<file path="src/rtl/core/sseds_pkg.sv">
package sseds_pkg;

	localparam int STEP_W   = 5;
	localparam int ACC_W    = 58;
	localparam int STATE_W  = 48;
	localparam int SAMPLE_W = 32;
	localparam int GAIN_W   = 32;
	localparam int DELAY_W  = 14;
	localparam int CFG_IDX_W = 3;
	localparam int CFG_DATA_W = 64;

	localparam logic [STEP_W-1:0]  STEP_IDLE = '0;
	localparam logic [DELAY_W-1:0] COUNT_MAX = '1;

	// Configuration register indexes.
	localparam logic [CFG_IDX_W-1:0] REG_STATE_GAIN_11 = 3'd0;
	localparam logic [CFG_IDX_W-1:0] REG_STATE_GAIN_12 = 3'd1;
	localparam logic [CFG_IDX_W-1:0] REG_STATE_GAIN_21 = 3'd2;
	localparam logic [CFG_IDX_W-1:0] REG_STATE_GAIN_22 = 3'd3;
	localparam logic [CFG_IDX_W-1:0] REG_INPUT_GAIN_1  = 3'd4;
	localparam logic [CFG_IDX_W-1:0] REG_INPUT_GAIN_2  = 3'd5;
	localparam logic [CFG_IDX_W-1:0] REG_OUTPUT_WEIGHTS = 3'd6;
	localparam logic [CFG_IDX_W-1:0] REG_DELAY_STEPS   = 3'd7;

	typedef enum logic [1:0] {
		SEQ_NEXT,
		SEQ_WAIT_IN,
		SEQ_WAIT_OUT
	} seq_cond_t;

	typedef enum logic [2:0] {
		A_G11, A_G12, A_G21, A_G22, A_H1, A_H2, A_C1, A_C2
	} a_sel_t;

	typedef enum logic [2:0] {
		B_LO1, B_HI1, B_LO2, B_HI2, B_U
	} b_sel_t;

	typedef enum logic [1:0] {
		BASE_ACC, BASE_X1, BASE_X2, BASE_ZERO
	} base_t;

	typedef enum logic [1:0] {
		TERM_NONE, TERM_SH0, TERM_SH16, TERM_SH24
	} term_t;

	typedef enum logic [2:0] {
		ACT_NONE, ACT_ACCEPT, ACT_SAVE1, ACT_COMMIT, ACT_WRITE, ACT_READ, ACT_PUBLISH
	} act_t;

	typedef struct packed {
		seq_cond_t         cond;
		logic              jump;
		logic [STEP_W-1:0] target;
		a_sel_t            a_sel;
		b_sel_t            b_sel;
		base_t             base;
		term_t             term;
		act_t              act;
	} uword_t;

	typedef struct packed {
		uword_t w;
		logic   fire;
	} ctrl_t;

	typedef struct packed {
		logic signed [GAIN_W-1:0] g11;
		logic signed [GAIN_W-1:0] g12;
		logic signed [GAIN_W-1:0] g21;
		logic signed [GAIN_W-1:0] g22;
		logic signed [GAIN_W-1:0] h1;
		logic signed [GAIN_W-1:0] h2;
		logic signed [GAIN_W-1:0] c1;
		logic signed [GAIN_W-1:0] c2;
		logic [DELAY_W-1:0]       delay;
	} cfg_t;

	// Microprogram. The term field of a step consumes the product issued
	// by the step before it.
	function automatic uword_t ucode(input logic [STEP_W-1:0] s);
		uword_t w;
		w = '{cond: SEQ_NEXT, jump: 1'b0, target: STEP_IDLE, a_sel: A_G11,
			b_sel: B_LO1, base: BASE_ACC, term: TERM_NONE, act: ACT_NONE};
		unique case (s)
			5'd0: begin
				w.cond = SEQ_WAIT_IN;
				w.act  = ACT_ACCEPT;
			end
			5'd1: begin
				w.a_sel = A_G11; w.b_sel = B_LO1;
			end
			5'd2: begin
				w.a_sel = A_G11; w.b_sel = B_HI1; w.base = BASE_X1; w.term = TERM_SH24;
			end
			5'd3: begin
				w.a_sel = A_G12; w.b_sel = B_LO2; w.term = TERM_SH0;
			end
			5'd4: begin
				w.a_sel = A_G12; w.b_sel = B_HI2; w.term = TERM_SH24;
			end
			5'd5: begin
				w.a_sel = A_H1; w.b_sel = B_U; w.term = TERM_SH0;
			end
			5'd6: begin
				w.a_sel = A_G21; w.b_sel = B_LO1; w.term = TERM_SH16;
			end
			5'd7: begin
				w.a_sel = A_G21; w.b_sel = B_HI1; w.base = BASE_X2; w.term = TERM_SH24;
				w.act = ACT_SAVE1;
			end
			5'd8: begin
				w.a_sel = A_G22; w.b_sel = B_LO2; w.term = TERM_SH0;
			end
			5'd9: begin
				w.a_sel = A_G22; w.b_sel = B_HI2; w.term = TERM_SH24;
			end
			5'd10: begin
				w.a_sel = A_H2; w.b_sel = B_U; w.term = TERM_SH0;
			end
			5'd11: begin
				w.term = TERM_SH16;
			end
			5'd12: begin
				w.act = ACT_COMMIT;
			end
			5'd13: begin
				w.a_sel = A_C1; w.b_sel = B_LO1;
			end
			5'd14: begin
				w.a_sel = A_C1; w.b_sel = B_HI1; w.base = BASE_ZERO; w.term = TERM_SH24;
			end
			5'd15: begin
				w.a_sel = A_C2; w.b_sel = B_LO2; w.term = TERM_SH0;
			end
			5'd16: begin
				w.a_sel = A_C2; w.b_sel = B_HI2; w.term = TERM_SH24;
			end
			5'd17: begin
				w.term = TERM_SH0;
			end
			5'd18: begin
				w.act = ACT_WRITE;
			end
			5'd19: begin
				w.act = ACT_READ;
			end
			5'd20: begin
				w.cond   = SEQ_WAIT_OUT;
				w.jump   = 1'b1;
				w.target = STEP_IDLE;
				w.act    = ACT_PUBLISH;
			end
			default: begin
				w.jump   = 1'b1;
				w.target = STEP_IDLE;
			end
		endcase
		return w;
	endfunction

	function automatic logic fits48(input logic [ACC_W-1:0] v);
		return v[ACC_W-1:STATE_W-1] == {(ACC_W-STATE_W+1){v[ACC_W-1]}};
	endfunction

	function automatic logic [STATE_W-1:0] clip48(input logic [ACC_W-1:0] v);
		if (fits48(v))
			return v[STATE_W-1:0];
		return v[ACC_W-1] ? {1'b1, {(STATE_W-1){1'b0}}} : {1'b0, {(STATE_W-1){1'b1}}};
	endfunction

	function automatic logic fits32(input logic [ACC_W-1:0] v);
		return v[ACC_W-1:SAMPLE_W-1] == {(ACC_W-SAMPLE_W+1){v[ACC_W-1]}};
	endfunction

	function automatic logic [SAMPLE_W-1:0] clip32(input logic [ACC_W-1:0] v);
		if (fits32(v))
			return v[SAMPLE_W-1:0];
		return v[ACC_W-1] ? {1'b1, {(SAMPLE_W-1){1'b0}}} : {1'b0, {(SAMPLE_W-1){1'b1}}};
	endfunction

endpackage

</file>
<file path="src/rtl/core/sseds_dp.sv">
module sseds_dp (
	input  logic                                  clk,
	input  logic                                  arst_n,
	input  sseds_pkg::ctrl_t                      ctrl,
	input  sseds_pkg::cfg_t                       cfg,
	input  logic signed [sseds_pkg::SAMPLE_W-1:0] sample_in,
	input  logic                                  restart,
	output logic signed [sseds_pkg::SAMPLE_W-1:0] y,
	output logic                                  sat
);

	localparam int AW = sseds_pkg::ACC_W;
	localparam int SW = sseds_pkg::STATE_W;

	logic signed [31:0]   u_q;
	logic [SW-1:0]        x1_q, x2_q, tmp_q;
	logic signed [AW-1:0] acc_q, acc_d, base_v, term_v;
	logic signed [63:0]   prod_q, sh16, sh24;
	logic signed [31:0]   a_op, b_op;
	logic [AW-1:0]        y_wide;
	logic                 sat_q;

	always_comb begin
		case (ctrl.w.a_sel)
			sseds_pkg::A_G11: a_op = cfg.g11;
			sseds_pkg::A_G12: a_op = cfg.g12;
			sseds_pkg::A_G21: a_op = cfg.g21;
			sseds_pkg::A_G22: a_op = cfg.g22;
			sseds_pkg::A_H1:  a_op = cfg.h1;
			sseds_pkg::A_H2:  a_op = cfg.h2;
			sseds_pkg::A_C1:  a_op = cfg.c1;
			sseds_pkg::A_C2:  a_op = cfg.c2;
			default:          a_op = '0;
		endcase
		// The state enters the multiplier as a signed upper half and an
		// unsigned lower half of 24 bits each.
		case (ctrl.w.b_sel)
			sseds_pkg::B_LO1: b_op = {8'd0, x1_q[23:0]};
			sseds_pkg::B_HI1: b_op = {{8{x1_q[SW-1]}}, x1_q[SW-1:24]};
			sseds_pkg::B_LO2: b_op = {8'd0, x2_q[23:0]};
			sseds_pkg::B_HI2: b_op = {{8{x2_q[SW-1]}}, x2_q[SW-1:24]};
			sseds_pkg::B_U:   b_op = u_q;
			default:          b_op = '0;
		endcase
	end

	always_comb begin
		sh16 = prod_q >>> 16;
		sh24 = prod_q >>> 24;
		case (ctrl.w.term)
			sseds_pkg::TERM_SH0:  term_v = prod_q[AW-1:0];
			sseds_pkg::TERM_SH16: term_v = sh16[AW-1:0];
			sseds_pkg::TERM_SH24: term_v = sh24[AW-1:0];
			default:              term_v = '0;
		endcase
		case (ctrl.w.base)
			sseds_pkg::BASE_X1:   base_v = {{(AW-SW){x1_q[SW-1]}}, x1_q};
			sseds_pkg::BASE_X2:   base_v = {{(AW-SW){x2_q[SW-1]}}, x2_q};
			sseds_pkg::BASE_ZERO: base_v = '0;
			default:              base_v = acc_q;
		endcase
		acc_d  = base_v + term_v;
		y_wide = acc_q >>> 8;
	end

	assign y   = sseds_pkg::clip32(y_wide);
	assign sat = sat_q;

	always_ff @(posedge clk) begin
		prod_q <= a_op * b_op;
		acc_q  <= acc_d;
		if (ctrl.fire && ctrl.w.act == sseds_pkg::ACT_ACCEPT)
			u_q <= sample_in;
		if (ctrl.fire && ctrl.w.act == sseds_pkg::ACT_SAVE1)
			tmp_q <= sseds_pkg::clip48(acc_q);
	end

	always_ff @(posedge clk or negedge arst_n) begin
		if (!arst_n) begin
			x1_q  <= '0;
			x2_q  <= '0;
			sat_q <= 1'b0;
		end else if (ctrl.fire) begin
			case (ctrl.w.act)
				sseds_pkg::ACT_ACCEPT: begin
					sat_q <= 1'b0;
					if (restart) begin
						x1_q <= '0;
						x2_q <= '0;
					end
				end
				sseds_pkg::ACT_SAVE1: begin
					sat_q <= sat_q | !sseds_pkg::fits48(acc_q);
				end
				sseds_pkg::ACT_COMMIT: begin
					x1_q  <= tmp_q;
					x2_q  <= sseds_pkg::clip48(acc_q);
					sat_q <= sat_q | !sseds_pkg::fits48(acc_q);
				end
				sseds_pkg::ACT_WRITE: begin
					sat_q <= sat_q | !sseds_pkg::fits32(y_wide);
				end
				default: begin
				end
			endcase
		end
	end

endmodule

</file>
<file path="config.mk">
export PLATFORM = sky130hd
export DESIGN_NAME = sseds_dp
export DESIGN_NICKNAME = d
export VERILOG_FILES = /design/src/rtl/core/sseds_pkg.sv /design/src/rtl/core/sseds_dp.sv
export SDC_FILE = /design/constraint.sdc
export NUM_CORES = 2
export LEC_CHECK = 0
export CAP_MARGIN = 0
export CELL_PAD_IN_SITES_DETAIL_PLACEMENT = 1
export CELL_PAD_IN_SITES_GLOBAL_PLACEMENT = 2
export CORE_AREA = 5 5 356 358
export CTS_CLUSTER_DIAMETER = 60
export DETAILED_ROUTE_END_ITERATION = 10
export DIE_AREA = 0 0 361 363
export DONT_BUFFER_PORTS = 1
export HOLD_SLACK_MARGIN = 0.02
export PLACE_DENSITY = 0.92
export SLEW_MARGIN = 20
export SYNTH_ARGS = -nofsm -noshare
export SYNTH_HDL_FRONTEND = slang
export SYNTH_SLANG_ARGS = --single-unit
</file>
<file path="constraint.sdc">
create_clock -name clk -period 9.1 [get_ports clk]
set_input_delay 0 -clock clk [delete_from_list [all_inputs] [get_ports clk]]
set_output_delay 0 -clock clk [all_outputs]
set_load 0.005 [all_outputs]
</file>
======== Word-level counts from Yosys, hierarchy flattened ========
Index checks and enable logic that the tools add are counted.
storage, ports and cells
  register bits ........................... 299
  input port bits ......................... 327
  output and inout port bits .............. 33
  word-level logic and storage cells ...... 66
operators by class
  add/subtract/negate cells ............... 1
  $mul .................................... 1
  equal/unequal tests ..................... 24
  mux-type cells .......................... 20
  bitwise logic cells ..................... 2
  reduce and logical (&&, ||, !) cells .... 11
operators with widths
  kind                                                              number
  58-bit one-hot mux with 3 select lines                            2
  32-bit one-hot mux with 8 select lines                            1
  48-bit 2-to-1 mux                                                 5
  48-bit one-hot mux with 2 select lines                            2
  32-bit one-hot mux with 5 select lines                            1
  32-bit 2-to-1 mux                                                 3
  32-bit by 32-bit multiplier with 64-bit output                    1
  58-bit adder                                                      1
  18-bit == test                                                    1
  3-bit by 2-bit == test with 1-bit output (second input constant)  6
  3-bit == test (second input constant)                             6
  10-bit == test                                                    1
  3-bit by 1-bit == test with 1-bit output (second input constant)  3
  2-bit == test (second input constant)                             4
  3-bit zero test                                                   2
  1-bit 2-to-1 mux                                                  5
  2-bit by 1-bit == test with 1-bit output (second input constant)  2
  1-bit one-hot mux with 3 select lines                             1
  3-bit AND reduction                                               1
  3-bit nonzero test                                                1
  1-bit logical AND                                                 2
  1-bit zero test                                                   2
  2-bit inequality test (second input constant)                     1
  1-bit OR                                                          2
  other kinds (3)                                                   3

======== Logic depth before layout (Yosys ltp) ========
  word-level depth ........................ 6
  depth in mapped cells ................... 37
  gate-level depth less buffers ........... 33

======== Least setup slack after synthesis ========
Ideal clock, no wire load.
  kind .................................... input to register
  start ................................... in ctrl[11] (netlist name)
  end ..................................... reg prod_q[57]
  library setup time ...................... 72 ps
  arrival ................................. 8437 ps
  data required time ...................... 9028 ps
  path slack .............................. 591 ps
  cell stages on the path ................. 30
  path buffers ............................ 5
  cell sequence ........................... buf_2 > buf_2 > buf_4 > buf_2 > a21oi_1 > o221a_2 > buf_1 > nand2_1 > inv_1 > fa_1 > fa_1 > fa_1 > fa_1 > inv_1 > fa_1 > inv_1 > fa_1 > fa_1 > fa_1 > ha_1 > a21o_1 > a21o_1 > a21o_1 > a21o_1 > a21oi_1 > o21ai_0 > o21ai_1 > nand2_1 > a31oi_1 > xnor2_1
on the way
  cells in the longest elaborated chain, start to end .. 3
  elaborated cells between the ends (all ways) .. 10
  those cells by class .................... mul: 1; eq/ne: 7; mux: 1; reduce/logical: 1
ends and longest elaborated chain
  what                                              RTL line        text
  start, declared                                   sseds_dp.sv:4   input sseds_pkg::ctrl_t ctrl,
  3-bit == test (tied with other cells)             sseds_dp.sv:24  case (ctrl.w.a_sel)
  32-bit one-hot mux with 8 select lines *          sseds_dp.sv:24
  32-bit by 32-bit multiplier with 64-bit output *  sseds_dp.sv:70  prod_q <= a_op * b_op;
  end signal, assigned                              sseds_dp.sv:70
  end, declared                                     sseds_dp.sv:18  logic signed [63:0] prod_q, sh16, sh24;
Every way passes the cells marked *; elsewhere a longest branch is shown, timed or not.
A chain may end at the register's enable or synchronous reset.

======== Worst setup path in the final report ========
  start ................................... reg x2_q[33]
  end ..................................... reg prod_q[60]
on the way
  cells in the longest elaborated chain, start to end .. 2
ends and longest elaborated chain
  what                                            RTL line        text
  start, declared                                 sseds_dp.sv:16  logic [SW-1:0] x1_q, x2_q, tmp_q;
  start signal, assigned                          sseds_dp.sv:97  x2_q <= sseds_pkg::clip48(acc_q);
  32-bit one-hot mux with 5 select lines          sseds_dp.sv:37  case (ctrl.w.b_sel)
  32-bit by 32-bit multiplier with 64-bit output  sseds_dp.sv:70
No other way between the ends.

==> out/results.md <==
* **cell chosen for the clock root** sky130_fd_sc_hd__clkbuf_16
* **f_max** 114 MHz
* **number of nets in the finished design** 7369
* **via density per instance** 5.84
* **share of the clock period used by the worst path** 0.968
* **slew at the pin closest to its max-slew limit** 1100 ps
* **Net Count, Synth** 7376
* **row cnt** 129
* **leading register cell type out of synthesis** sky130_fd_sc_hd__dfxtp_1
* **synthesis-to-layout area growth** 9.63%
* **R2R setup slack** 300 ps
* **antenna-violating nets left** 0
* **most numerous cell types in the synthesized netlist** 1083 x sky130_fd_sc_hd__fa_1, 1069 x sky130_fd_sc_hd__inv_1, 666 x sky130_fd_sc_hd__nand2_1
* **maximum fanout along the worst path** 8
* **Post-Syn Instances** 5725
* **Clk Latency, worst-skew pair** 550 ps
* **Syn Std Cell Area** 52600 µm²
* **global-route wire length before repair** 302 mm
* **Iter 0 DRT Violations** 3437
* **worst slew margin relative to its limit** 0.269
* **Final min period** 8800 ps
* **starting utilization of the core area** 0.428
* **setup repair after global routing missed its margin** no
* **# setup viols final** 0
* **I/O pin cnt** 360
* **critical path launch point type** flop
* **number of vias after detailed routing** 43200
* **startpoint of the worst setup timing path** x2_q[33]
* **RD Place Congestion** 0.961
* **gr ovfl total** 0
* **category of the worst setup path capture point** flop
* **TritonCTS buffer count** 34
* **endpoint of the lowest-slack register-to-register path** prod_q[60]
* **number of buffer and inverter stages on the critical path** 4
* **share of the synthesized area in the top cell type** 0.412
* **beginning of the worst register-to-register path** x2_q[33]
* **Max Slew Vio Count** 0
* **Synth async-reset ratio** 0.324
* **die area** 131000 µm²
* **critical path's top delay family** adder cells
* **via count of the first global-routing pass** 48000
* **average wire per cell in the routed design** 27.5 µm
* **Critical Path Slowest Stage Cell** sky130_fd_sc_hd__fa_1
* **Synth area leader** sky130_fd_sc_hd__fa_1
* **Data arrival, critical path** 9220 ps
* **total of warnings raised by yosys** 0
* **Clock Sink Count** 299
* **kind of critical path** reg2reg
* **height of the die** 363 µm
* **sequential element share of the synthesized area** 0.138
* **Critical Path Stages** 27
* **post-synthesis register bit count** 299
* **initial antenna violation count** 14
* **chip width** 361 µm
* **pin count of the biggest net entering global routing** 98
* **final routed DRC violation total** 0
* **data required time at the worst endpoint** 9510 ps
* **length in cells of the worst reg-to-reg path** 27
* **dominant cells by area after synthesis** sky130_fd_sc_hd__fa_1 41%, sky130_fd_sc_hd__inv_1 7.6%, sky130_fd_sc_hd__ha_1 5.7%, sky130_fd_sc_hd__nand2_1 4.7%, sky130_fd_sc_hd__nor2_1 4.6%
* **CTS tree** built
* **run status** complete, no violations
* **post-route clock skew** 33.4 ps
* **final wirelength** 203 mm
* **capture point of the worst path** prod_q[60]
* **final-report hold violation count** 0
* **Final TNS setup** 0 ps
* **number of buffers inserted by port buffering** 0
* **share of post-route cells with drive strength above 1** 0.0811
* **Unique masters post-synth** 83
* **First-pass DRT Iterations** 5
* **most numerous cell in the Yosys netlist** sky130_fd_sc_hd__fa_1
* **maximum level of the CTS H-tree** 2
* **Post-synth EDFFs** 80
* **class of the most critical hold timing path** in2async
* **Final HPWL DP** 165 mm
* **Clk pin slew, worst setup/hold paths** 60 ps
* **Clock Tree Buf Depth** 3
* **most common cell type on the critical path** sky130_fd_sc_hd__fa_1
* **Crit path largest cell delay** 580 ps
* **GRT Util Overall** 0.306
* **average size of a mapped cell** 9.20 µm²
* **number of maximum-capacitance violations** 0
* **Core Region** 123000 µm²
cell type report:
cell class                 count  area [µm²]
fill                       14100       65300
multi-input combinational   4034       40600
sequential                   299        7270
inverter                    1070        4020
timing repair buffer         279        2590
tap                         1637        2050
clock buffer                  47        1010
clock inverter                15         109
antenna                        9        22.5
worst min path at each step:
stage | slack (ps) | to | cells past startpoint | startpoint
2_1_floorplan | -300 | sat | 0 | arst_n
3_3_place_gp | -290 | x2_q[38] | 0 | arst_n
3_5_place_dp | -290 | x1_q[38] | 0 | arst_n
4_1_cts | 20 | acc_q[7] | 3 | ctrl[6]
5_1_grt | 70 | acc_q[18] | 3 | ctrl[5]
6_report | 50 | x1_q[38] | 2 | arst_n
layout by cell type, fill, tap and decap left out, types with 45 or more instances in the layout:
| master | instances |
|---|---|
| sky130_fd_sc_hd__a21o_1 | 130 |
| sky130_fd_sc_hd__a21oi_1 | 166 |
| sky130_fd_sc_hd__a22o_1 | 124 |
| sky130_fd_sc_hd__buf_4 | 207 |
| sky130_fd_sc_hd__dfrtp_1 | 97 |
| sky130_fd_sc_hd__dfxtp_1 | 122 |
| sky130_fd_sc_hd__edfxtp_1 | 80 |
| sky130_fd_sc_hd__fa_1 | 1082 |
| sky130_fd_sc_hd__ha_1 | 240 |
| sky130_fd_sc_hd__inv_1 | 1066 |
| sky130_fd_sc_hd__mux2i_1 | 101 |
| sky130_fd_sc_hd__nand2_1 | 664 |
| sky130_fd_sc_hd__nand2b_1 | 45 |
| sky130_fd_sc_hd__nor2_1 | 649 |
| sky130_fd_sc_hd__o21ai_0 | 209 |
| sky130_fd_sc_hd__xnor2_1 | 84 |
logic make-up (layout without fill, tap and decap cells):
logic type | count (synthesis) | after routing | synth area share
simple gates | 1535 | 1535 | 0.119
buf+inv | 1392 | 1411 | 0.100
fa+ha+maj | 1324 | 1324 | 0.469
compound gates | 897 | 897 | 0.118
flops | 299 | 299 | 0.138
mux | 153 | 153 | 0.0347
xor+xnor | 125 | 125 | 0.0208
other cells | 0 | 9 | 0
metrics by stage:
stage / util / std cells / setup WS, ps / hold slack [ps] / area [µm²]
floorplan: - / 5725 / 591 / -296 / 52600
global placement: 0.456 / 7274 / 389 / -292 / 56100
detailed placement: 0.456 / 7274 / 76.6 / -292 / 56100
CTS: 0.468 / 7377 / 10.3 / 21.1 / 57600
global route: 0.469 / 7387 / 4.60 / 66.9 / 57700
finish: 0.469 / 7390 / 295 / 45.2 / 57700
layer usage:
metal / up-vias / GRT usage / wire length, µm
met2: 2001 / 0.512 / 98200
met3: 608 / 0.0582 / 16800
li1: 17900 / - / -
met4: 4 / 0.167 / 13500
met1: 22700 / 0.376 / 74900
met5: - / 0 / 27
what timing repair did:
item / in CTS / in global routing
endpoints found under the hold margin: 154 / 0
resized for setup: 0 / 15
hold buffers: 41 / 0
endpoints found under the setup margin: 0 / 12
setup buffers: 0 / 4
state kept, by name, indices dropped and copies added, names as in the netlist:
name,flops
tmp_q,48
prod_q,64
u_q,32
sat,1
x1_q,48
acc_q,58
x2_q,48
Power is left out: the tool's default activity adds up to more than one toggle a clock period on the data nets, which glitch-free logic cannot reach.
