**config.mk**
```make
export PLATFORM = sky130hd
export DESIGN_NAME = sseds_seq
export DESIGN_NICKNAME = d
export VERILOG_FILES = /design/src/rtl/core/sseds_pkg.sv /design/src/rtl/core/sseds_seq.sv
export SDC_FILE = /design/constraint.sdc
export NUM_CORES = 1
export LEC_CHECK = 0
export ABC_AREA = 1
export BUFFER_PORTS_ARGS = -buffer_cell sky130_fd_sc_hd__buf_2
export CAP_MARGIN = 20
export CELL_PAD_IN_SITES_DETAIL_PLACEMENT = 1
export CELL_PAD_IN_SITES_GLOBAL_PLACEMENT = 2
export CORE_ASPECT_RATIO = 0.6
export CORE_MARGIN = 5
export CORE_UTILIZATION = 24
export DETAILED_ROUTE_END_ITERATION = 7
export PLACE_DENSITY = 0.81
export SKIP_LAST_GASP = 1
export SLEW_MARGIN = 5
export SYNTH_ARGS = -nofsm -noshare
export SYNTH_HDL_FRONTEND = slang
export SYNTH_SLANG_ARGS = --single-unit
export TNS_END_PERCENT = 5
```
**constraint.sdc**
```tcl
create_clock -name clk -period 2.06 [get_ports clk]
set_input_delay 0.103 -clock clk [delete_from_list [all_inputs] [get_ports clk]]
set_output_delay 0.103 -clock clk [all_outputs]
set_load 0.005 [all_outputs]
```
**src/rtl/core/sseds_pkg.sv**
```systemverilog
package sseds_pkg;

	localparam int STEP_W   = 5;
	localparam int ACC_W    = 58;
	localparam int STATE_W  = 48;
	localparam int SAMPLE_W = 32;
	localparam int GAIN_W   = 32;
	localparam int DELAY_W  = 14;
	localparam int CFG_IDX_W = 3;
	localparam int CFG_DATA_W = 64;

	localparam logic [STEP_W-1:0]  STEP_IDLE = '0;
	localparam logic [DELAY_W-1:0] COUNT_MAX = '1;

	// Configuration register indexes.
	localparam logic [CFG_IDX_W-1:0] REG_STATE_GAIN_11 = 3'd0;
	localparam logic [CFG_IDX_W-1:0] REG_STATE_GAIN_12 = 3'd1;
	localparam logic [CFG_IDX_W-1:0] REG_STATE_GAIN_21 = 3'd2;
	localparam logic [CFG_IDX_W-1:0] REG_STATE_GAIN_22 = 3'd3;
	localparam logic [CFG_IDX_W-1:0] REG_INPUT_GAIN_1  = 3'd4;
	localparam logic [CFG_IDX_W-1:0] REG_INPUT_GAIN_2  = 3'd5;
	localparam logic [CFG_IDX_W-1:0] REG_OUTPUT_WEIGHTS = 3'd6;
	localparam logic [CFG_IDX_W-1:0] REG_DELAY_STEPS   = 3'd7;

	typedef enum logic [1:0] {
		SEQ_NEXT,
		SEQ_WAIT_IN,
		SEQ_WAIT_OUT
	} seq_cond_t;

	typedef enum logic [2:0] {
		A_G11, A_G12, A_G21, A_G22, A_H1, A_H2, A_C1, A_C2
	} a_sel_t;

	typedef enum logic [2:0] {
		B_LO1, B_HI1, B_LO2, B_HI2, B_U
	} b_sel_t;

	typedef enum logic [1:0] {
		BASE_ACC, BASE_X1, BASE_X2, BASE_ZERO
	} base_t;

	typedef enum logic [1:0] {
		TERM_NONE, TERM_SH0, TERM_SH16, TERM_SH24
	} term_t;

	typedef enum logic [2:0] {
		ACT_NONE, ACT_ACCEPT, ACT_SAVE1, ACT_COMMIT, ACT_WRITE, ACT_READ, ACT_PUBLISH
	} act_t;

	typedef struct packed {
		seq_cond_t         cond;
		logic              jump;
		logic [STEP_W-1:0] target;
		a_sel_t            a_sel;
		b_sel_t            b_sel;
		base_t             base;
		term_t             term;
		act_t              act;
	} uword_t;

	typedef struct packed {
		uword_t w;
		logic   fire;
	} ctrl_t;

	typedef struct packed {
		logic signed [GAIN_W-1:0] g11;
		logic signed [GAIN_W-1:0] g12;
		logic signed [GAIN_W-1:0] g21;
		logic signed [GAIN_W-1:0] g22;
		logic signed [GAIN_W-1:0] h1;
		logic signed [GAIN_W-1:0] h2;
		logic signed [GAIN_W-1:0] c1;
		logic signed [GAIN_W-1:0] c2;
		logic [DELAY_W-1:0]       delay;
	} cfg_t;

	// Microprogram. The term field of a step consumes the product issued
	// by the step before it.
	function automatic uword_t ucode(input logic [STEP_W-1:0] s);
		uword_t w;
		w = '{cond: SEQ_NEXT, jump: 1'b0, target: STEP_IDLE, a_sel: A_G11,
			b_sel: B_LO1, base: BASE_ACC, term: TERM_NONE, act: ACT_NONE};
		unique case (s)
			5'd0: begin
				w.cond = SEQ_WAIT_IN;
				w.act  = ACT_ACCEPT;
			end
			5'd1: begin
				w.a_sel = A_G11; w.b_sel = B_LO1;
			end
			5'd2: begin
				w.a_sel = A_G11; w.b_sel = B_HI1; w.base = BASE_X1; w.term = TERM_SH24;
			end
			5'd3: begin
				w.a_sel = A_G12; w.b_sel = B_LO2; w.term = TERM_SH0;
			end
			5'd4: begin
				w.a_sel = A_G12; w.b_sel = B_HI2; w.term = TERM_SH24;
			end
			5'd5: begin
				w.a_sel = A_H1; w.b_sel = B_U; w.term = TERM_SH0;
			end
			5'd6: begin
				w.a_sel = A_G21; w.b_sel = B_LO1; w.term = TERM_SH16;
			end
			5'd7: begin
				w.a_sel = A_G21; w.b_sel = B_HI1; w.base = BASE_X2; w.term = TERM_SH24;
				w.act = ACT_SAVE1;
			end
			5'd8: begin
				w.a_sel = A_G22; w.b_sel = B_LO2; w.term = TERM_SH0;
			end
			5'd9: begin
				w.a_sel = A_G22; w.b_sel = B_HI2; w.term = TERM_SH24;
			end
			5'd10: begin
				w.a_sel = A_H2; w.b_sel = B_U; w.term = TERM_SH0;
			end
			5'd11: begin
				w.term = TERM_SH16;
			end
			5'd12: begin
				w.act = ACT_COMMIT;
			end
			5'd13: begin
				w.a_sel = A_C1; w.b_sel = B_LO1;
			end
			5'd14: begin
				w.a_sel = A_C1; w.b_sel = B_HI1; w.base = BASE_ZERO; w.term = TERM_SH24;
			end
			5'd15: begin
				w.a_sel = A_C2; w.b_sel = B_LO2; w.term = TERM_SH0;
			end
			5'd16: begin
				w.a_sel = A_C2; w.b_sel = B_HI2; w.term = TERM_SH24;
			end
			5'd17: begin
				w.term = TERM_SH0;
			end
			5'd18: begin
				w.act = ACT_WRITE;
			end
			5'd19: begin
				w.act = ACT_READ;
			end
			5'd20: begin
				w.cond   = SEQ_WAIT_OUT;
				w.jump   = 1'b1;
				w.target = STEP_IDLE;
				w.act    = ACT_PUBLISH;
			end
			default: begin
				w.jump   = 1'b1;
				w.target = STEP_IDLE;
			end
		endcase
		return w;
	endfunction

	function automatic logic fits48(input logic [ACC_W-1:0] v);
		return v[ACC_W-1:STATE_W-1] == {(ACC_W-STATE_W+1){v[ACC_W-1]}};
	endfunction

	function automatic logic [STATE_W-1:0] clip48(input logic [ACC_W-1:0] v);
		if (fits48(v))
			return v[STATE_W-1:0];
		return v[ACC_W-1] ? {1'b1, {(STATE_W-1){1'b0}}} : {1'b0, {(STATE_W-1){1'b1}}};
	endfunction

	function automatic logic fits32(input logic [ACC_W-1:0] v);
		return v[ACC_W-1:SAMPLE_W-1] == {(ACC_W-SAMPLE_W+1){v[ACC_W-1]}};
	endfunction

	function automatic logic [SAMPLE_W-1:0] clip32(input logic [ACC_W-1:0] v);
		if (fits32(v))
			return v[SAMPLE_W-1:0];
		return v[ACC_W-1] ? {1'b1, {(SAMPLE_W-1){1'b0}}} : {1'b0, {(SAMPLE_W-1){1'b1}}};
	endfunction

endpackage

```
**src/rtl/core/sseds_seq.sv**
```systemverilog
module sseds_seq (
	input  logic                 clk,
	input  logic                 arst_n,
	input  logic                 in_valid,
	input  logic                 out_free,
	output logic                 in_ready,
	output sseds_pkg::ctrl_t     ctrl
);

	logic [sseds_pkg::STEP_W-1:0] step_q;
	sseds_pkg::uword_t            word;
	logic                         fire;

	always_comb begin
		word = sseds_pkg::ucode(step_q);
		unique case (word.cond)
			sseds_pkg::SEQ_NEXT:     fire = 1'b1;
			sseds_pkg::SEQ_WAIT_IN:  fire = in_valid;
			sseds_pkg::SEQ_WAIT_OUT: fire = out_free;
			default:                 fire = 1'b0;
		endcase
	end

	assign in_ready = (word.cond == sseds_pkg::SEQ_WAIT_IN);
	assign ctrl     = '{w: word, fire: fire};

	always_ff @(posedge clk or negedge arst_n) begin
		if (!arst_n) begin
			step_q <= sseds_pkg::STEP_IDLE;
		end else if (fire) begin
			if (word.jump)
				step_q <= word.target;
			else
				step_q <= step_q + 1'b1;
		end
	end

endmodule

```
Word-level counts from Yosys, hierarchy flattened
Index checks and enable logic that the tools add are counted.
W data, S select, Z words.
{"block": "op_classes", "magnitude_cmp": 0, "add_sub_neg": 1, "bitwise_logic": 0, "n_div": 0, "mux": 8, "n_shift": 0, "n_reduce_logical": 6, "multipliers": 0, "eq_ne": 22}
{"cell": "$pmux W6 S13", "n": 1}
{"cell": "$eq A5 B4 Y1 const B", "n": 8}
{"cell": "$eq A5 B5 Y1 const B", "n": 5}
{"cell": "$eq A5 B3 Y1 const B", "n": 4}
{"cell": "$reduce_or A20 Y1", "n": 1}
{"cell": "$pmux W3 S6", "n": 1}
{"cell": "$pmux W2 S3", "n": 2}
{"cell": "$reduce_or A6 Y1", "n": 2}
{"cell": "$eq A5 B2 Y1 const B", "n": 2}
{"cell": "$mux W6", "n": 1}
{"cell": "$add A5 B1 Y5 const B", "n": 1}
{"cell": "$eq A5 B1 Y1 const B", "n": 1}
{"cell": "$logic_not A5 Y1", "n": 1}
{"cell": "$mux W5", "n": 1}
{"cell": "$pmux W2 S2", "n": 1}
{"cell": "$pmux W1 S3", "n": 1}
{"cell": "$eq A2 B1 Y1 const B", "n": 1}
{"cell": "$eq A2 B2 Y1 const B", "n": 1}
{"cell": "$logic_not A2 Y1", "n": 1}
{"cell": "$reduce_or A2 Y1", "n": 1}
{"block": "totals", "latchBits": 0, "register_bits": 5, "in_bits": 4, "mem_bits_ro": 0, "mem_count": 0, "ram_bits": 0, "elab_cells": 38, "output_inout_bits": 23}

Longest topological paths before layout
Gate-level depths: netlist of the first run.
{"block": "logic_depth", "ltp_word": 4, "mapped_depth": 12, "depth_no_buf": 12}

Worst setup path before layout of the first run
No wires, ideal clock.
{"block": "synth_path", "path_type": "reg2reg", "startpoint": "register step_q[0] in the netlist's numbering", "endpoint": "register step_q[1] in the netlist's numbering", "stages_incl_launch_ff": 11, "n_path_buf": 0, "path_slack_ns": 0.466, "period_less_slack_ns": 1.594, "setup_ns": 0.126, "t_arrival_ns": 1.468, "required_time_ns": 1.934, "path_cell_list": "dfrtp_1 ha_1 inv_1 nor2_1 ha_1 inv_1 nand2_1 nor2_1 nand3_1 nor2_4 o21ai_0"}
{"element": "from (decl)", "line_no": "sseds_seq.sv:10", "source": "logic [sseds_pkg::STEP_W-1:0] step_q;"}
{"element": "from (signal assigned)", "line_no": "sseds_seq.sv:29", "source": "step_q <= sseds_pkg::STEP_IDLE;"}
{"element": "from (signal assigned)", "line_no": "sseds_seq.sv:32", "source": "step_q <= word.target;"}
{"element": "from (signal assigned)", "line_no": "sseds_seq.sv:34", "source": "step_q <= step_q + 1'b1;"}

==> run_results.csv, run 1 <==
group,metric,value,unit
power_and_ir_drop,power.clock.fraction,11.6,%
finish,final_common_cell,"nand2_1",
critical_path,path_max_fanout,5,
global_routing,grt_first_pass_wirelength,5000,um
finish,regMostFlops,"step_q",
power_and_ir_drop,switching_power,0.855,mW
yosys,syn_area,846,sq um
power_and_ir_drop,p_seq_share,12.0,%
finish,drive_gt1_share,28.3,%
placement,place.gp.congestion,0.813,
yosys,synthCells,155,
timing,setup_violations,0,
yosys,avgSynthCellArea,5.46,sq um
timing,fin_crit,1980,ps
power_and_ir_drop,p_int,0.753,mW
placement,pre_cts_ws,154,ps
critical_path,worstSetupStartpointType,"flop",
critical_path,crit_type,"reg -> out",
timing,hold_viol,0,
global_routing,overflow,0,
yosys,synth_top_family_by_area,"simple AND/OR/NAND/NOR gates",
yosys,yosys.area_share.adder,7.40,%
global_routing,grt_max_degree,11,
global_routing,antenna_found_initial,0,
power_and_ir_drop,vdd_ir_drop_max,369,uV
timing,drv_slew,0,
worst_hold_path,hold_class,"in -> async",
floorplanning,core_area,3320,sq um
flow_run,max_cap_violations,0,
timing,clock_skew,1.85,ps
global_routing,grt_util_all_layers,12.8,%
drt,routedWlPerCell,13.5,um
yosys,yosys.area_share.xor_xnor,1.04,%
placement,hpwl,2450,um
power_and_ir_drop,p_leak,0.714,nW
floorplanning,start_util,25.5,%
timing,finalWorstSetupSlack,76.4,ps
timing,rsz0062_at_grt,"true",
power_and_ir_drop,powerDensity,1440,nW/um^2
cts,cts_tree,"built",
global_routing,grt_pass1_vias,1040,
cts,cts-root-buf,"clkbuf_8",
finish,syn2layout_area_growth,32.1,%
yosys,yosys_warnings,0,
drt,drt_wl_total,3100,um
placement,place_area,972,sq um
floorplanning,chipWidth,86.6,um
power_and_ir_drop,power_frac_comb,76.4,%
cts,cts_sinks,5,
critical_path,cp.arrival,1880,ps
floorplanning,die_h,56.0,um
drt,vias_per_cell,4.54,
floorplanning,rows,16,
cts,cts_made_buffers,3,
yosys,synth-compound-area-share,5.03,%
timing,finalCritPeriodShare,96.3,%
drt,drtIter0Drc,99,
drt,dr.pass1.iters,4,
finish,finalInstanceArea,1120,sq um
yosys,synthMuxAreaShare,0,%
drt,antenna_left,0,
floorplanning,design.die.area,4850,sq um
cts,clk_latency,230,ps
critical_path,required,1960,ps
critical_path,end_kind,"primary output",
cts,htree_num_levels,1,
finish,layout_common_cells,"nand2_1, inv_1, nor2_1",
timing,fmax,504,MHz
critical_path,timing.rr.start,"step_q[0]$_DFFE_PN0P_",
cts,cts.path.max_buffers,2,
yosys,yosysUniqueCellTypes,23,
yosys,yosysSeqAreaShare,14.8,%
critical_path,cp-startpoint,"step_q[1]$_DFFE_PN0P_",
yosys,synth_seq_cells,5,
finish,diodes,0,
drt,vias,1040,
outcome,status,"finished clean",
floorplanning,ios,27,
power_and_ir_drop,p_sw_share,53.2,%
critical_path,r2r_cells,12,
finish,top_regs,"step_q: 5 flops",
yosys,synthSimpleGateAreaFrac,53.8,%
drt,drc,0,
cts,clk_pin_slew,40,ps
placement,io_buffers,21,
finish,largest_register_ffs,5,
finish,final_nets,194,
==> power by group through the flow <==
stage	sequential (mW)	combinational [mW]	clock [mW]
after global placement	0.190	1.09	0
final	0.193	1.23	0.187
after global routing	0.198	1.37	0.206
after detailed placement	0.193	1.09	0
after floorplan	0.171	0.733	0
after CTS	0.190	1.16	0.194
==> per-layer routing <==
layer / vias up / wire length (um) / track usage, %
li1: 521 / - / -
met1: 476 / 1590 / 18.6
met2: 37 / 1280 / 18.7
met3: 6 / 181 / 2.22
met4: 0 / 51 / 4.67
met5: - / 0 / 0
==> critical path: stages (launching register included) <==
cell and delay (ps):
dfrtp_1 410, ha_2 260, inv_1 80, nor2_2 190
nand2_1 170, nand2_1 150, nor3_2 50, nand3_1 100
inv_1 70, nand3_1 60, buf_2 110
==> worst paths after layout <==
kind	end	slack (ps)
setup / recovery	ctrl[4]	80
min in group clk	step_q[2]$_DFFE_PN0P_	300
hold / removal	step_q[0]$_DFFE_PN0P_	250
max in group asynchronous	step_q[3]$_DFFE_PN0P_	1680
setup reg to reg	step_q[4]$_DFFE_PN0P_	200
hold reg to reg	step_q[1]$_DFFE_PN0P_	610
==> cells by family (layout without fill, tap and decap cells) <==
logic type / Yosys count / count (layout)
AND/OR/NAND/NOR: 103 / 103
adder cells (fa/ha/maj): 5 / 5
flip-flops: 5 / 5
XOR/XNOR: 1 / 1
other: 1 / 5
AO/OA/AOI/OAI: 7 / 7
buffers and inverters: 33 / 58
==> metrics by stage <==
step / hold slack [ps] / TNS [ps] / power [mW] / cells / utilization [%]
floorplan: -193 / 0 / 0.904 / 159 / -
global placement: -81.3 / 0 / 1.28 / 218 / 29.3
detailed placement: -80.9 / 0 / 1.28 / 218 / 29.3
CTS: 237 / -1.87 / 1.54 / 226 / 31.7
global route: 256 / -96.1 / 1.78 / 229 / 33.6
finish: 245 / 0 / 1.61 / 229 / 33.6
==> synthesized netlist by cell type, drive strengths merged <==
library cell  instances  area (sq um)
xor2                  1          8.76
o21ai                 3          15.0
a22oi                 1          7.51
conb                  1          3.75
a21oi                 1          5.00
nor2                 32           145
ha                    5          62.6
nand3                13          77.6
nand4                 2          12.5
buf                   7          50.0
nor3                  3          15.0
nand2                52           198
inv                  26          97.6
o211ai                2          15.0
nor3b                 1          7.51
dfrtp                 5           125
==> area by class of cell <==
cell class	instances	area, sq um
multi-input combinational	121	633
sequential	5	125
timing repair buffer	28	160
tap	45	56.3
inverter	26	97.6
fill	467	2210
clock buffer	4	45.0
==> timing repair <==
action                                 CTS  global route
resized for setup                        1            13
pin swaps                                1             2
endpoints found under the hold margin    5             0
setup endpoints to repair                1            12
hold buffers                             1             0
setup buffers                            3             3
Note: power is estimated with default switching activity, not from simulation.
==> inputs of run 2 (changes only) <==
- CORE_UTILIZATION: 24 -> 25
- CTS_BUF_LIST: unset -> sky130_fd_sc_hd__clkbuf_8
- PLACE_DENSITY: 0.81 -> 0.84
==> run 2 against run 1 <==
- hold slack lost 24 ps
- fmax grew 3.0%
- setup slack improved by 58 ps
- cell count decreased by 1.3%
- clock power fell by 3%
- die area decreased by 3.4%
- first-iteration DRC count fell by 16%
- design area down 2.7%
==> run_results.csv, run 2 (same netlist as run 1, synthesis figures left out) <==
group,metric,value,unit
outcome,status,"finished clean",
timing,fin_crit,1930,ps
placement,hpwl,2520,um
finish,syn2layout_area_growth,28.5,%
cts,cts-root-buf,"clkbuf_8",
drt,antenna_left,0,
cts,clk_pin_slew,40,ps
drt,drtIter0Drc,83,
finish,final_common_cell,"nand2_1",
placement,io_buffers,21,
cts,htree_num_levels,1,
placement,place.gp.congestion,0.891,
floorplanning,core_area,3260,sq um
finish,drive_gt1_share,27.1,%
global_routing,antenna_found_initial,0,
placement,place_area,972,sq um
drt,vias,1049,
critical_path,worstSetupStartpointType,"flop",
global_routing,grt_first_pass_wirelength,4970,um
flow_run,max_cap_violations,0,
finish,instances_no_fill,226,
critical_path,slowest_stage,"dfrtp_2",
timing,rsz0062_at_grt,"true",
critical_path,crit_type,"reg -> out",
drt,dr.pass1.iters,4,
floorplanning,start_util,25.9,%
timing,clock_skew,6.11,ps
drt,drt_wl_total,3070,um
power_and_ir_drop,powerDensity,1440,nW/um^2
drt,vias_per_cell,4.64,
floorplanning,design.die.area,4680,sq um
cts,cts_sinks,5,
timing,hold_viol,0,
cts,cts.path.max_buffers,2,
floorplanning,die_h,55.1,um
cts,cts_tree,"built",
placement,dp.cells,218,
power_and_ir_drop,p_leak,0.700,nW
timing,finalCritPeriodShare,93.5,%
floorplanning,ios,27,
cts,clk_latency,230,ps
timing,fmax,519,MHz
critical_path,cp.arrival,1820,ps
floorplanning,rows,16,
floorplanning,chipWidth,85.1,um
global_routing,grt_max_degree,11,
cts,cts_made_buffers,3,
finish,finalInstanceArea,1090,sq um
critical_path,slowest_delay,430,ps
worst_hold_path,hold_class,"in -> async",
finish,top_regs,"step_q: 5 flops",
critical_path,path_cells,"ha_2 -> inv_1 -> nor2_1 -> ha_1 -> inv_1 -> nand2_1 -> nor2_1 -> nand3_1 -> nor2_4 -> buf_2",
finish,layout_common_cells,"nand2_1, inv_1, nor2_1",
finish,diodes,0,
placement,pre_cts_ws,89.0,ps
global_routing,overflow,0,
critical_path,path_max_fanout,5,
power_and_ir_drop,totalPowerFinal,1.56,mW
finish,regMostFlops,"step_q",
critical_path,end_kind,"primary output",
drt,drc,0,
global_routing,grt_pass1_vias,1017,
timing,setup_violations,0,
timing,drv_slew,0,
drt,routedWlPerCell,13.6,um
timing,finalWorstSetupSlack,134,ps
global_routing,grt_util_all_layers,13.5,%
power_and_ir_drop,vdd_ir_drop_max,484,uV
finish,fillers,450,
finish,largest_register_ffs,5,
critical_path,reg2reg_slack,230,ps
critical_path,required,1960,ps
finish,final_nets,191,
run 2: final cells by class:
cell class                 count  area, sq um  share of cell area [%]
timing repair buffer          25          138                    12.7
clock buffer                   3         41.3                    3.80
inverter                      26         97.6                    8.98
tap                           45         56.3                    5.18
sequential                     5          128                    11.7
multi-input combinational    121          623                    57.3
clock inverter                 1         3.75                   0.345
run 2: worst paths after layout:
kind | cells after the start | start | to
setup / recovery | 10 | step_q[0]$_DFFE_PN0P_ | ctrl[19]
setup reg to reg | 10 | step_q[1]$_DFFE_PN0P_ | step_q[4]$_DFFE_PN0P_
min in group clk | 4 | out_free | step_q[2]$_DFFE_PN0P_
max in group asynchronous | 2 | arst_n | step_q[1]$_DFFE_PN0P_
hold / removal | 2 | arst_n | step_q[0]$_DFFE_PN0P_
hold reg to reg | 2 | step_q[1]$_DFFE_PN0P_ | step_q[1]$_DFFE_PN0P_
run 2: timing repair:
action / in CTS / in global routing
setup endpoints to repair: 2 / 13
hold buffers: 1 / 0
setup buffers: 3 / 0
gates resized for setup: 1 / 13
endpoints found under the hold margin: 5 / 0
pin swaps: 1 / 0
run 2: critical path, delay by kind of cell, from the launching register on:
family	cells	cell delay, ps
flops	1	430
fa+ha+maj	2	430
simple gates	5	440
buf+inv	3	290
run 2: stage by stage:
step | hold WS [ps] | utilization (%) | TNS (ps)
after floorplan | -193 | - | 0
after global placement | -81.2 | 29.8 | 0
after detailed placement | -76.5 | 29.8 | 0
after CTS | 211 | 32.2 | 0
after global routing | 245 | 33.3 | -6.99
final | 222 | 33.3 | 0
run 2: power breakdown:
group | leakage, nW | total, mW | switching, mW | internal (mW)
clock network | 0.0269 | 0.182 | 0.0540 | 0.128
registers | 0.0632 | 0.205 | 0.0671 | 0.138
logic | 0.610 | 1.18 | 0.715 | 0.462
total | 0.700 | 1.56 | 0.836 | 0.728
run 2: layer usage:
metal / GRT usage (%) / wire length [um] / part of all wire [%] / up-vias
met5: 0 / 0 / 0 / -
met4: 3.95 / 26 / 0.85 / 0
met3: 2.22 / 194 / 6.3 / 5
met2: 20.4 / 1330 / 43 / 32
met1: 19.7 / 1520 / 49 / 490
li1: - / - / - / 522
